[config.mk]
export PLATFORM = sky130hd
export DESIGN_NAME = adsr_ctrl
export DESIGN_NICKNAME = d
export VERILOG_FILES = /design/src/design/adsr_pkg.sv /design/src/design/adsr_ctrl.sv
export VERILOG_INCLUDE_DIRS = /design/src /design/src/design
export SDC_FILE = /design/constraint.sdc
export NUM_CORES = 1
export LEC_CHECK = 0
export BUFFER_PORTS_ARGS = -buffer_cell sky130_fd_sc_hd__buf_2
export CORE_AREA = 3 3 40 42
export CTS_CLUSTER_DIAMETER = 80
export DETAILED_ROUTE_END_ITERATION = 10
export DIE_AREA = 0 0 43 45
export PLACE_DENSITY = 0.35
export REMOVE_ABC_BUFFERS = 1
export SLEW_MARGIN = 20
export SYNTH_ARGS = -nofsm -noshare
export SYNTH_HDL_FRONTEND = slang
export SYNTH_SLANG_ARGS = --single-unit
[constraint.sdc]
create_clock -name clk -period 0.9 [get_ports clk]
set_input_delay 0.135 -clock clk [delete_from_list [all_inputs] [get_ports clk]]
set_output_delay 0.135 -clock clk [all_outputs]
set_load 0.01 [all_outputs]
[src/design/assert_macros.svh]
// Assertion macros shared by the envelope generator modules.
// Each macro expects signals named clk and rst_n in the including module.
`ifndef ASSERT_MACROS_SVH
`define ASSERT_MACROS_SVH

// Clocked property, disabled while reset is asserted
`define ASSERT_CLK(label, prop, msg) \
    label: assert property (@(posedge clk) disable iff (!rst_n) (prop)) else $error(msg);

// Condition that must never be true at a clock edge
`define ASSERT_NEVER(label, cond, msg) \
    label: assert property (@(posedge clk) disable iff (!rst_n) !(cond)) else $error(msg);

`endif

[src/design/adsr_pkg.sv]
// Shared types and constants for the linear ADSR envelope generator.
// No dependencies; imported by every module of the block.
package adsr_pkg;

    // Fixed field widths
    localparam int LEN_W    = 20;   // ramp length registers
    localparam int SUS_W    = 16;   // sustain fraction, Q0.16
    localparam int AMP_W    = 16;   // amplitude and emitted level
    localparam int PHASE_W  = 3;
    localparam int ADDR_W   = 4;
    localparam int DATA_W   = 32;

    // Register indexes on the APB port (paddr[3:2])
    localparam logic [1:0] REG_ATTACK  = 2'd0;
    localparam logic [1:0] REG_DECAY   = 2'd1;
    localparam logic [1:0] REG_SUSTAIN = 2'd2;
    localparam logic [1:0] REG_RELEASE = 2'd3;

    typedef enum logic [1:0] {
        CMD_TICK     = 2'd0,
        CMD_NOTE_ON  = 2'd1,
        CMD_NOTE_OFF = 2'd2
    } cmd_t;

    typedef enum logic [PHASE_W-1:0] {
        PH_ATTACK  = 3'd0,
        PH_DECAY   = 3'd1,
        PH_SUSTAIN = 3'd2,
        PH_RELEASE = 3'd3,
        PH_DONE    = 3'd4
    } phase_t;

    typedef enum logic {
        ST_IDLE   = 1'b0,
        ST_DIVIDE = 1'b1
    } ctrl_state_t;

    typedef struct packed {
        logic [1:0]       command;
        logic [AMP_W-1:0] amplitude;
    } in_item_t;

    typedef struct packed {
        logic [AMP_W-1:0]   level;
        logic [PHASE_W-1:0] phase;
    } out_item_t;

    typedef struct packed {
        logic [LEN_W-1:0] attack_samples;
        logic [LEN_W-1:0] decay_samples;
        logic [SUS_W-1:0] sustain_level;
        logic [LEN_W-1:0] release_samples;
    } cfg_t;

    // Controller to datapath
    typedef struct packed {
        logic note_on;
        logic note_off;
        logic tick;
        logic div_start;
        logic load_step;
    } dp_cmd_t;

    // Datapath to controller
    typedef struct packed {
        logic active;       // phase is not done
        logic attack_end;   // this tick's step reaches the peak
    } dp_stat_t;

endpackage

[src/design/adsr_ctrl.sv]
// Controller: handshakes, output valid and the wait on the divider.
// Depends on adsr_pkg and assert_macros.svh.
module adsr_ctrl
    import adsr_pkg::*;
(
    input  logic       clk,
    input  logic       rst_n,
    input  logic       in_valid,
    input  logic [1:0] in_cmd,
    output logic       in_stall,
    output logic       out_valid,
    input  logic       out_stall,
    input  dp_stat_t   stat,
    input  logic       div_done,
    output dp_cmd_t    cmd
);

    `include "assert_macros.svh"

    ctrl_state_t state_reg;
    ctrl_state_t state_next;
    logic        out_valid_reg;
    logic        out_valid_next;
    logic        out_full;
    logic        accept;

    assign out_full = out_valid_reg && out_stall;

    // Outputs and datapath commands
    always_comb
    begin
        cmd    = '0;
        accept = 1'b0;
        case (state_reg)
            ST_IDLE:
            begin
                accept = in_valid && !out_full;
            end
            ST_DIVIDE:
            begin
                cmd.load_step = div_done;
            end
            default:
            begin
                accept = 1'b0;
            end
        endcase

        if (accept)
        begin
            case (in_cmd)
                CMD_TICK:     cmd.tick     = 1'b1;
                CMD_NOTE_ON:  cmd.note_on  = 1'b1;
                CMD_NOTE_OFF: cmd.note_off = stat.active;
                default:      cmd.tick     = 1'b0;
            endcase
        end
        cmd.div_start = cmd.note_on || cmd.note_off || (cmd.tick && stat.attack_end);

        in_stall = (state_reg != ST_IDLE) || out_full;
        out_valid_next = cmd.tick ? 1'b1 : (out_valid_reg && out_stall);
    end

    // Next state
    always_comb
    begin
        state_next = state_reg;
        case (state_reg)
            ST_IDLE:
            begin
                if (cmd.div_start)
                    state_next = ST_DIVIDE;
            end
            ST_DIVIDE:
            begin
                if (div_done)
                    state_next = ST_IDLE;
            end
            default:
            begin
                state_next = ST_IDLE;
            end
        endcase
    end

    always_ff @(posedge clk or negedge rst_n)
    begin
        if (!rst_n)
        begin
            state_reg     <= ST_IDLE;
            out_valid_reg <= 1'b0;
        end
        else
        begin
            state_reg     <= state_next;
            out_valid_reg <= out_valid_next;
        end
    end

    assign out_valid = out_valid_reg;

    `ASSERT_NEVER(a_done_outside_divide, div_done && state_reg != ST_DIVIDE, "divider finished while controller idle")
    `ASSERT_NEVER(a_tick_into_full, cmd.tick && out_full, "tick result loaded over a waiting result")
    `ASSERT_CLK(a_start_enters_divide, cmd.div_start |=> state_reg == ST_DIVIDE, "divide start did not enter wait state")

endmodule

==> metrics <==
final wirelength 571 um; reg-to-reg critical path startpoint out_valid$_DFF_PN0_; # diodes 0; crit path buf inv count 1; clk slew on worst S/H paths 30 ps; CP max stage cell dfrtp_1; min cycle time layout 1210 ps; slew at the pin closest to its max-slew limit 235 ps; clk_lat worst skew 220 ps; initial antenna violation count 0; largest net degree at the start of global routing 7; initial core utilization 12.5%; Seq cells post-synth 2; CTS Buffer Depth 2; die area 0.00194 sq mm; number of global-route vias before repair 255; I/O pins 16; first-pass GRT wire length 1030 um; Port Buf Inserts 15; worst setup path startpoint out_valid$_DFF_PN0_; synth unique cells 14; sequential share of power 22.0%; CTS tree built; MaxCap Viol Count 0; Seq/Total Area, Yosys 31.3%; Critical Path Start Type flop; initial drt markers 0; power per cell area 1420 mW/mm^2; Rows 13; total grt overflow 0; DR pass1 iterations 1; Routed Antenna Nets 0; die span in y 45 um; RSZ-0062 raised after global routing yes; CTS sink count 2; NetSw 146 uW; total power 494 uW; final worst-path cycle share 134%; top-area cell type share of the netlist area 31.3%; layout cells sized above 1 80.0%; Comb pwr share 38.6%; leak pwr 0.000178 uW; worst-path fanout max 5; top cells by area, synth dfrtp_1, nand3_4, o32ai_2; fin. max-slew vios 0; Final Hold Viols 0; Setup Skew 0.742 ps; area grow syn2layout 118%; GRT Total Usage 7.65%; most common cell after layout, fill and taps aside buf_2; root buf cell clkbuf_4; Worst Path Arrival 1070 ps; CP Capture Type output port; max incr delay on CP 370 ps; outcome finished, violations left; Final Worst Setup Slack -310 ps; nets 51; HP Start div_done; HP Class input pin to flop; Worst EP required 760 ps; vias 213; total placed cells including tap cells 49; clock power share 39.5%; Mapped Cells 17; DR WL/cell 10.4 um; Int Power 348 uW; DRC violations left 0; Final Cell Area 349 sq um; Setup CP Type flop to output port; Die Width 43 um; achievable frequency 0.827 GHz; CORE AREA 0.00128 sq mm; vias per inst 3.87; delay-heaviest family, CP flip-flops; mapped cell area 160 sq um; Cell Count, Final, Fillers Out 55; DP Area 269 sq um; Yosys warning count 0; syn_area_per_cell 9.42 sq um; Sw Share 29.6%; Final HPWL DP 452 um; GPL Wtd Cong 0.713; worst path cell trace nand2_2 -> nand3_4 -> nor3_2 -> buf_2; fin util 27.2%; commonest cells after routing, fill and taps aside buf_2, nor3_2, clkbuf_4, buf_6; Peak VDD IR 427 uV; area leader, netlist dfrtp_1; # setup viols final 8; max_slew headroom 84.3%; failing checks negative setup slack; dpl ws -144 ps; H-tree depth 1; number of buffers created by CTS 3
==> per-stage QoR <==
| stage | hold WS [ps] | setup TNS [ps] |
|---|---|---|
| floorplan | -161 | -511 |
| global placement | -80.1 | -417 |
| detailed placement | -78.3 | -477 |
| CTS | 117 | -1770 |
| global route | 123 | -2200 |
| finish | 131 | -1790 |
==> path summary, 6_finish.rpt <==
kind                                       end  slack [ps]  depth (start not counted)
max                                     cmd[4]        -310                          4
min                        state_reg$_DFF_PN0_         130                          2
max reg2reg                out_valid$_DFF_PN0_        -150                          4
min reg2reg                state_reg$_DFF_PN0_         650                          3
max in group asynchronous  state_reg$_DFF_PN0_         570                          2
min in group asynchronous  out_valid$_DFF_PN0_         240                          2
==> Yosys cell counts <==
master	count
dfrtp_1	2
nand2_1	1
o31ai_1	1
and2_1	1
a21boi_2	1
nor3_2	1
o32ai_2	1
nor3_1	3
nand3_4	1
inv_1	1
nor2_1	1
nand3_1	1
clkinv_1	1
nand2_2	1
==> logic make-up (layout without fill, tap and decap cells) <==
kind of cell / after synthesis / count (layout) / synth area share [%]
compound gates: 3 / 3 / 21.9
buf+inv: 2 / 25 / 4.68
flops: 2 / 2 / 31.3
simple gates: 10 / 10 / 42.2
==> power by group through the flow <==
stage	clock network (uW)	logic [uW]	registers [uW]
floorplan	0	71.0	110
global placement	0	147	109
detailed placement	0	148	108
CTS	207	190	109
global route	216	207	110
finish	195	191	108
==> worst reg2reg max path: stages (launching register included) <==
cell and delay [ps]:
dfrtp_1 370, nand2_2 100, nand3_4 110, buf_4 150
o31ai_1 220
==> timing repair <==
item / 4_1_cts / 5_1_grt
hold buffers: 1 / 0
endpoints found under the hold margin: 2 / 0
buffers inserted: 2 / 1
pin swaps: 6 / 2
setup endpoints to repair: 8 / 8
cloned: 0 / 0
gates resized for setup: 8 / 0
==> routing by layer <==
layer  track usage, %  vias to the layer above  share of wire (%)
li1                 -                      108                  -
met3             3.59                        0                1.1
met4             9.04                        0                  0
met1             6.71                      103                 36
met2             12.0                        2                 63
met5                0                        -                  0
==> final cells by class <==
class                   count  area (sq um)
clock buffers               3          22.5
fillers                   141           936
inverters                   2          8.76
multi-input cells          13           120
flip-flops and latches      2          50.0
well taps                  15          18.8
repair buffers             20           129
Note: power is estimated with default switching activity, not from simulation.
