File: src/design/assert_macros.svh
// Assertion macros shared by the envelope generator modules.
// Each macro expects signals named clk and rst_n in the including module.
`ifndef ASSERT_MACROS_SVH
`define ASSERT_MACROS_SVH

// Clocked property, disabled while reset is asserted
`define ASSERT_CLK(label, prop, msg) \
    label: assert property (@(posedge clk) disable iff (!rst_n) (prop)) else $error(msg);

// Condition that must never be true at a clock edge
`define ASSERT_NEVER(label, cond, msg) \
    label: assert property (@(posedge clk) disable iff (!rst_n) !(cond)) else $error(msg);

`endif

File: src/design/adsr_pkg.sv
// Shared types and constants for the linear ADSR envelope generator.
// No dependencies; imported by every module of the block.
package adsr_pkg;

    // Fixed field widths
    localparam int LEN_W    = 20;   // ramp length registers
    localparam int SUS_W    = 16;   // sustain fraction, Q0.16
    localparam int AMP_W    = 16;   // amplitude and emitted level
    localparam int PHASE_W  = 3;
    localparam int ADDR_W   = 4;
    localparam int DATA_W   = 32;

    // Register indexes on the APB port (paddr[3:2])
    localparam logic [1:0] REG_ATTACK  = 2'd0;
    localparam logic [1:0] REG_DECAY   = 2'd1;
    localparam logic [1:0] REG_SUSTAIN = 2'd2;
    localparam logic [1:0] REG_RELEASE = 2'd3;

    typedef enum logic [1:0] {
        CMD_TICK     = 2'd0,
        CMD_NOTE_ON  = 2'd1,
        CMD_NOTE_OFF = 2'd2
    } cmd_t;

    typedef enum logic [PHASE_W-1:0] {
        PH_ATTACK  = 3'd0,
        PH_DECAY   = 3'd1,
        PH_SUSTAIN = 3'd2,
        PH_RELEASE = 3'd3,
        PH_DONE    = 3'd4
    } phase_t;

    typedef enum logic {
        ST_IDLE   = 1'b0,
        ST_DIVIDE = 1'b1
    } ctrl_state_t;

    typedef struct packed {
        logic [1:0]       command;
        logic [AMP_W-1:0] amplitude;
    } in_item_t;

    typedef struct packed {
        logic [AMP_W-1:0]   level;
        logic [PHASE_W-1:0] phase;
    } out_item_t;

    typedef struct packed {
        logic [LEN_W-1:0] attack_samples;
        logic [LEN_W-1:0] decay_samples;
        logic [SUS_W-1:0] sustain_level;
        logic [LEN_W-1:0] release_samples;
    } cfg_t;

    // Controller to datapath
    typedef struct packed {
        logic note_on;
        logic note_off;
        logic tick;
        logic div_start;
        logic load_step;
    } dp_cmd_t;

    // Datapath to controller
    typedef struct packed {
        logic active;       // phase is not done
        logic attack_end;   // this tick's step reaches the peak
    } dp_stat_t;

endpackage

File: src/design/adsr_div.sv
// Restoring divider, one quotient bit per cycle, result rounded up.
// Depends on adsr_pkg and assert_macros.svh.
module adsr_div
    import adsr_pkg::*;
#(
    parameter int NUM_W = 33
)
(
    input  logic             clk,
    input  logic             rst_n,
    input  logic             start,
    input  logic [NUM_W-1:0] num,
    input  logic [LEN_W-1:0] den,
    output logic             done,
    output logic [NUM_W-1:0] quotient
);

    `include "assert_macros.svh"

    localparam int CNT_W = $clog2(NUM_W);
    localparam logic [CNT_W-1:0] CNT_LAST = CNT_W'(NUM_W - 1);

    logic             busy_reg;
    logic             done_reg;
    logic [CNT_W-1:0] cnt_reg;
    logic [NUM_W-1:0] quo_reg;
    logic [LEN_W-1:0] rem_reg;
    logic [LEN_W-1:0] den_reg;

    logic [LEN_W:0]   shifted;
    logic [LEN_W:0]   trial;
    logic             q_bit;
    logic [LEN_W-1:0] rem_next;

    // One restoring step
    always_comb
    begin
        shifted  = {rem_reg, quo_reg[NUM_W-1]};
        trial    = shifted - {1'b0, den_reg};
        q_bit    = ~trial[LEN_W];
        rem_next = q_bit ? trial[LEN_W-1:0] : shifted[LEN_W-1:0];
    end

    // Control
    always_ff @(posedge clk or negedge rst_n)
    begin
        if (!rst_n)
        begin
            busy_reg <= 1'b0;
            done_reg <= 1'b0;
            cnt_reg  <= '0;
        end
        else
        begin
            done_reg <= 1'b0;
            if (start)
            begin
                busy_reg <= 1'b1;
                cnt_reg  <= '0;
            end
            else if (busy_reg)
            begin
                if (cnt_reg == CNT_LAST)
                begin
                    busy_reg <= 1'b0;
                    done_reg <= 1'b1;
                end
                else
                begin
                    cnt_reg <= cnt_reg + CNT_W'(1);
                end
            end
        end
    end

    // Operand and partial result registers
    always_ff @(posedge clk)
    begin
        if (start)
        begin
            quo_reg <= num;
            rem_reg <= '0;
            den_reg <= den;
        end
        else if (busy_reg)
        begin
            quo_reg <= {quo_reg[NUM_W-2:0], q_bit};
            rem_reg <= rem_next;
        end
    end

    // Round up when a remainder is left
    assign done     = done_reg;
    assign quotient = quo_reg + NUM_W'(rem_reg != '0);

    `ASSERT_NEVER(a_start_while_busy, start && busy_reg, "divider restarted while busy")
    `ASSERT_CLK(a_done_single, done_reg |=> !done_reg, "divider done held longer than a cycle")
    `ASSERT_CLK(a_last_step_done, (busy_reg && !start && cnt_reg == CNT_LAST) |=> (done_reg && !busy_reg), "divider did not finish after last step")

endmodule

File: config.mk
export PLATFORM = sky130hd
export DESIGN_NAME = adsr_div
export DESIGN_NICKNAME = d
export VERILOG_FILES = /design/src/design/adsr_pkg.sv /design/src/design/adsr_div.sv
export VERILOG_INCLUDE_DIRS = /design/src /design/src/design
export SDC_FILE = /design/constraint.sdc
export NUM_CORES = 1
export LEC_CHECK = 0
export BUFFER_PORTS_ARGS = -buffer_cell sky130_fd_sc_hd__buf_2
export CORE_AREA = 5 5 100 102
export DETAILED_ROUTE_END_ITERATION = 16
export DIE_AREA = 0 0 105 107
export GPL_TIMING_DRIVEN = 0
export PLACE_DENSITY = 0.8
export SYNTH_ARGS = -nofsm -noshare
export SYNTH_HDL_FRONTEND = slang
export SYNTH_SLANG_ARGS = --single-unit
export TNS_END_PERCENT = 1
File: constraint.sdc
create_clock -name clk -period 3.2 [get_ports clk]
set_input_delay 0.64 -clock clk [delete_from_list [all_inputs] [get_ports clk]]
set_output_delay 0.64 -clock clk [all_outputs]
set_load 0.02 [all_outputs]
==> flow_summary.json, run 1 <==
{
  "seqPwrFrac": 0.376,
  "io_buffers": 89,
  "busiest_layer": "met2",
  "dieArea_um2": 11200,
  "critPathKind": "reg -> out",
  "crit_end": "quotient[28]",
  "path_depth": 11,
  "grt_max_degree": 34,
  "grt_use_met1": 0.277,
  "multiInputGateArea_um2": 2720,
  "drive_above_1_share": 0.323,
  "synth_cell_types": 53,
  "vias_per_cell": 5.68,
  "dieHeight_um": 107,
  "status": "complete, but fails checks",
  "worstHoldPathType": "in -> async",
  "ctsRootBufferMaster": "clkbuf_8",
  "power_w": 0.00374,
  "power.density_nw_per_um2": 615,
  "cp.arrival_ns": 2.56,
  "violations": "negative setup slack",
  "startpoint_type": "flip-flop",
  "fmax_ghz": 0.312,
  "synth-seq-cells": 81,
  "p_int_w": 0.00237,
  "synth_ff_type": "edfxtp_1",
  "switching_share": 0.366,
  "switching_power_w": 0.00137,
  "die_w_um": 105,
  "grt_pass1_vias": 3936,
  "final.fill_count": 707,
  "ant_nets": 0,
  "pin_count": 90,
  "finalCriticalPeriod_ns": 3.20,
  "initial_core_util": 0.551,
  "core_area_um2": 9020,
  "layout_common_cells": "78 x buf_2, 53 x edfxtp_1, 47 x nand2_1",
  "grt_setup_unrepaired": "yes",
  "clkTransAtPathRegs_ns": 0.08,
  "skew_ns": 0.0103,
  "setup_viol": 1,
  "cts_max_level": 3,
  "synth.avg_cell_area_um2": 10.3,
  "finalCritPeriodShare": 1.00,
  "nets": 686,
  "crit_required_ns": 2.56,
  "syn_area_um2": 4970,
  "globalplace.congestion": 0.883,
  "placed_cell_area_um2": 5560,
  "rr_startpoint": "quo_reg[32]",
  "crit_start": "rem_reg[1]",
  "async_flop_share": 0.0988,
  "cap_violations": 0,
  "cts_tree": "yes",
  "drt-wirelength-per-cell_um": 16.3,
  "finalWirelength_um": 11700,
  "setup_ws_ns": -0.00320,
  "grtUsageMet2": 0.348,
  "grt_remaining_overflow": 0,
  "rr_endpoint": "rem_reg[17]",
  "area_growth_pct": 22.2,
  "synth_edf_count": 53,
  "rows": 35,
  "comb_power_share": 0.422,
  "regArea_um2": 2210,
  "antenna_found_initial": 0,
  "met3_usage": 0.0307,
  "critPathTopFamily": "simple AND/OR/NAND/NOR gates",
  "drc": 0,
  "slew_viol_final": 0,
  "cts_hold_buf": 0,
  "grt_pass1_wl_um": 19100,
  "placedCellCount": 685,
  "synthesis.nets": 566,
  "yosysSeqAreaShare": 0.441,
  "rr_worst_depth": 12,
  "pre_cts_ws_ns": -0.465,
  "numClockSinks": 81,
  "clockPowerShare": 0.202,
  "layout.cells.non_filler": 721,
  "postSynthCellCount": 485,
  "regToRegSetupSlack_ns": 0.23,
  "grt_usage": 0.208,
  "finalHoldViolations": 0,
  "largest_register_ff_count": 33,
  "cp-end-kind": "primary output",
  "final_core_util": 0.674,
  "routed-via-count": 4098,
  "cts_buffers": 9,
  "final_common_cell": "buf_2",
  "critPathSlowestCell": "nor4_4",
  "dpl.hpwl_um": 8630,
  "path_cells": "nor4_4, and3_4, nand3_4, ha_4, nand4_1, nor4_4, nand3_4, nor3_4, buf_4, xor2_1, buf_4",
  "max_stage_delay_ns": 0.38,
  "clk_path_buf_depth": 2,
  "first_pass_iters": 4,
  "yosysWarnings": 0,
  "drt_iter0_markers": 178,
  "crit_path_max_fanout": 3,
  "final_cell_area_um2": 6080,
  "timing.slew.headroom": 0.140,
  "tightest_slew_ns": 1.29,
  "diodes": 0,
  "peakVddDrop_uv": 288,
  "worst-path-buf-inv": 2,
  "insertion_delay_ns": 0.36,
  "p_leak_nw": 2.55
}
## how the worst min path moves through the flow
stage               startpoint         end  slack [ns]  cells past startpoint
CTS                      rst_n  cnt_reg[3]        0.11                      1
detailed placement       rst_n        done        0.49                      1
floorplan                rst_n    busy_reg        0.34                      0
global placement         rst_n        done        0.49                      1
finish                   rst_n  cnt_reg[3]        0.12                      1
global route             rst_n  cnt_reg[3]        0.12                      1
## through the flow
| stage | TNS (ns) | hold WS [ns] |
|---|---|---|
| 2_1_floorplan | 0 | 0.344 |
| 3_3_place_gp | -1.95 | 0.492 |
| 3_5_place_dp | -3.35 | 0.494 |
| 4_1_cts | -0.00183 | 0.113 |
| 5_1_grt | -1.09 | 0.118 |
| 6_report | -0.00320 | 0.117 |
## final cells by class
cell class,count,share of cell area
plain buffers,15,0.0146
clock buffers,10,0.0210
clock inverters,6,0.0109
inverters,26,0.0161
multi-input cells,363,0.448
flip-flops and latches,81,0.364
well taps,111,0.0228
repair buffers,109,0.103
## synthesized netlist by cell type (3+ instances only)
cell type  number  area [µm²]
a211oi_1        8        60.1
dfrtp_1         8         200
a21o_1          5        37.5
o21a_1          7        52.6
edfxtp_1       53        1590
o211ai_1        6        45.0
nand4_1         7        43.8
ha_1           24         300
mux2i_1        15         150
xnor2_1        36         315
xor2_1         13         114
nand2_1        47         176
nand3b_1        3        22.5
dfxtp_1        20         400
nand3_1        23         115
inv_1          26        97.6
o21ai_0        16        80.1
a31oi_1         3        18.8
and3_1         10        62.6
mux2_2         33         372
buf_1           3        11.3
clkbuf_1        8        30.0
nor2_1         35         131
nor4_1          7        43.8
nor3_1         10        50.1
o221ai_1        4        35.0
a21oi_1        18        90.1
## per-layer routing
metal	routed length, µm	vias up	part of all wire
li1	-	2017	-
met1	5360	1962	0.46
met2	5710	108	0.49
met3	494	11	0.042
met4	172	0	0.015
met5	0	-	0
## cell families (layout without fill, tap and decap cells)
group / after synthesis / in the layout / share of synthesized area
adders and majority gates: 25 / 25 / 0.0644
xor gates and xnor gates: 49 / 49 / 0.0863
AOI/OAI and AO/OA: 84 / 84 / 0.114
muxes: 48 / 48 / 0.105
DFF: 81 / 81 / 0.441
and+or+nand+nor: 157 / 157 / 0.152
buffers and inverters: 41 / 166 / 0.0375
## repair_timing
| action | CTS | global route |
|---|---|---|
| setup endpoints to repair | 18 | 23 |
| setup buffers | 16 | 4 |
| pin swaps | 7 | 8 |
| gates resized for setup | 23 | 26 |
| hold endpoints to repair | 0 | 0 |
## power by group through the flow
stage          combinational [W]  sequential [W]  clock [W]
4_1_cts                  0.00145         0.00138   0.000767
5_1_grt                  0.00172         0.00142   0.000819
6_report                 0.00158         0.00141   0.000755
2_1_floorplan            0.00100         0.00138          0
3_5_place_dp             0.00132         0.00142          0
3_3_place_gp             0.00129         0.00141          0
Note: power is estimated with default switching activity, not from simulation.
==> run 2, diff against run 1 <==
BUFFER_PORTS_ARGS = -buffer_cell sky130_fd_sc_hd__buf_4   (was -buffer_cell sky130_fd_sc_hd__buf_2)
PLACE_DENSITY = unset   (was 0.8)
PLACE_DENSITY_LB_ADDON = 0.05   (was unset)
==> run 2 against run 1 <==
The flow still finishes with violations (negative setup slack). Hold slack got worse by 0.035 ns. Setup slack got worse by 0.033 ns. Register-to-register slack improved by 0.02 ns. Sequential power barely moved. Die area did not move. Maximum frequency fell by 1.0%. Utilization rose by 3.0 points. Critical path depth rose by 1. Sequential share of layout area fell by 1.4 points. Combinational power barely moved. Critical path type unchanged.
==> flow_summary.json, run 2 (same netlist as run 1, synthesis figures left out) <==
{
  "status": "complete, but fails checks",
  "violations": "negative setup slack",
  "finalCriticalPeriod_ns": 3.24,
  "dieArea_um2": 11200,
  "placed_cell_area_um2": 5780,
  "switching_share": 0.343,
  "routed-via-count": 4069,
  "drive_above_1_share": 0.327,
  "setup_ws_ns": -0.0359,
  "critPathKind": "reg -> out",
  "switching_power_w": 0.00135,
  "power.density_nw_per_um2": 618,
  "drc": 0,
  "clkTransAtPathRegs_ns": 0.09,
  "drt-wirelength-per-cell_um": 16.2,
  "cp-end-kind": "primary output",
  "dpl.hpwl_um": 8520,
  "grt_pass1_wl_um": 18900,
  "grt_pass1_vias": 3945,
  "grt_setup_unrepaired": "yes",
  "finalHoldViolations": 0,
  "nets": 684,
  "p_leak_nw": 2.65,
  "grt_usage": 0.205,
  "peakVddDrop_uv": 464,
  "insertion_delay_ns": 0.36,
  "cp.arrival_ns": 2.60,
  "p_int_w": 0.00258,
  "pin_count": 90,
  "grt_remaining_overflow": 0,
  "io_buffers": 89,
  "grt_max_degree": 34,
  "regToRegSetupSlack_ns": 0.25,
  "drt_iter0_markers": 160,
  "setup_viol": 4,
  "slew_viol_final": 0,
  "skew_ns": 0.00855,
  "diodes": 0,
  "largest_register_ff_count": 33,
  "tightest_slew_ns": 1.25,
  "cts_tree": "yes",
  "timing.slew.headroom": 0.167,
  "final.fill_count": 721,
  "comb_power_share": 0.407,
  "critPathSlowestCell": "dfxtp_4",
  "antenna_found_initial": 0,
  "seqPwrFrac": 0.361,
  "ctsRootBufferMaster": "clkbuf_8",
  "layout.cells.non_filler": 719,
  "cap_violations": 0,
  "dieHeight_um": 107,
  "cts_hold_buf": 0,
  "crit_required_ns": 2.56,
  "crit_path_max_fanout": 5,
  "startpoint_type": "flip-flop",
  "rows": 35,
  "worstHoldPathType": "in -> async",
  "area_growth_pct": 27.6,
  "die_w_um": 105,
  "first_pass_iters": 4,
  "initial_core_util": 0.551,
  "core_area_um2": 9020,
  "fmax_ghz": 0.309,
  "cts_buffers": 9,
  "vias_per_cell": 5.66,
  "path_cells": "nor4_4, and3_4, nand3_4, ha_4, nand4_1, nor4_4, nand3_4, buf_6, nor2_4, buf_4, xor2_1, buf_4",
  "globalplace.congestion": 0.943,
  "finalWirelength_um": 11700,
  "numClockSinks": 81,
  "ant_nets": 0,
  "cts_max_level": 3,
  "placedCellCount": 685,
  "finalSetupTns_ns": -0.104,
  "finalCritPeriodShare": 1.01,
  "final_common_cell": "buf_4",
  "max_stage_delay_ns": 0.38,
  "clockPowerShare": 0.233,
  "rr_worst_depth": 12,
  "final_cell_area_um2": 6350,
  "clk_path_buf_depth": 2,
  "layout_common_cells": "106 x buf_4, 53 x edfxtp_1, 46 x nand2_1"
}
-- run 2: cell count changes in the layout (fill, tap and decap cells not counted), sizes merged --
| cell | previous run | this run |
|---|---|---|
| bufinv | 1 | 3 |
| clkinvlp | 3 | 1 |
| buf | 116 | 114 |
-- run 2: layout make-up --
cell class / count / area, µm² / share of cell area
clock inverter: 6 / 115 / 0.0181
inverter: 26 / 97.6 / 0.0154
sequential: 81 / 2220 / 0.350
tap: 111 / 139 / 0.0219
clock buffer: 10 / 128 / 0.0201
multi-input combinational: 363 / 2750 / 0.433
timing repair buffer: 107 / 807 / 0.127
buffer: 15 / 88.8 / 0.0140
-- run 2: timing repair --
action,4_1_cts,5_1_grt
pin swaps,5,13
gates cloned,0,0
setup buffers,10,8
endpoints found under the setup margin,18,19
resized for setup,21,25
-- run 2: worst max-delay path, delay by kind of cell, from the launching register on --
family                   cells  cell delay (ns)
buffers and inverters        3             0.45
AND/OR/NAND/NOR              7             1.16
adder cells (fa/ha/maj)      1             0.13
XOR/XNOR                     1             0.13
flip-flops                   1             0.38
-- run 2: through the flow --
| step | total power (W) | util | hold WS [ns] | setup slack (ns) |
|---|---|---|---|---|
| after floorplan | 0.00238 | - | 0.344 | 0.104 |
| after global placement | 0.00278 | 0.641 | 0.461 | -0.346 |
| after detailed placement | 0.00280 | 0.641 | 0.464 | -0.403 |
| after CTS | 0.00377 | 0.683 | 0.0742 | 0.00601 |
| after global routing | 0.00416 | 0.703 | 0.0691 | -0.161 |
| final | 0.00392 | 0.703 | 0.0812 | -0.0359 |
-- run 2: worst paths after layout --
path,from,endpoint
max,rem_reg[6],quotient[23]
min in group clk,den[10],den_reg[10]
max in group asynchronous,rst_n,cnt_reg[5]
min,rst_n,cnt_reg[3]
min reg2reg,rem_reg[4],rem_reg[4]
max reg2reg,quo_reg[32],rem_reg[17]
-- run 2: layer usage --
metal	vias up	global-route usage	share of wire
li1	2012	-	-
met1	1913	0.255	0.42
met2	119	0.356	0.50
met3	25	0.0367	0.051
met4	0	0.0758	0.022
met5	-	0	0
-- run 2: power by group through the flow --
stage / clock, W / sequential [W] / combinational [W]
2_1_floorplan: 0 / 0.00138 / 0.00100
3_3_place_gp: 0 / 0.00141 / 0.00137
3_5_place_dp: 0 / 0.00142 / 0.00139
4_1_cts: 0.000929 / 0.00139 / 0.00145
5_1_grt: 0.000980 / 0.00143 / 0.00175
6_report: 0.000913 / 0.00142 / 0.00160
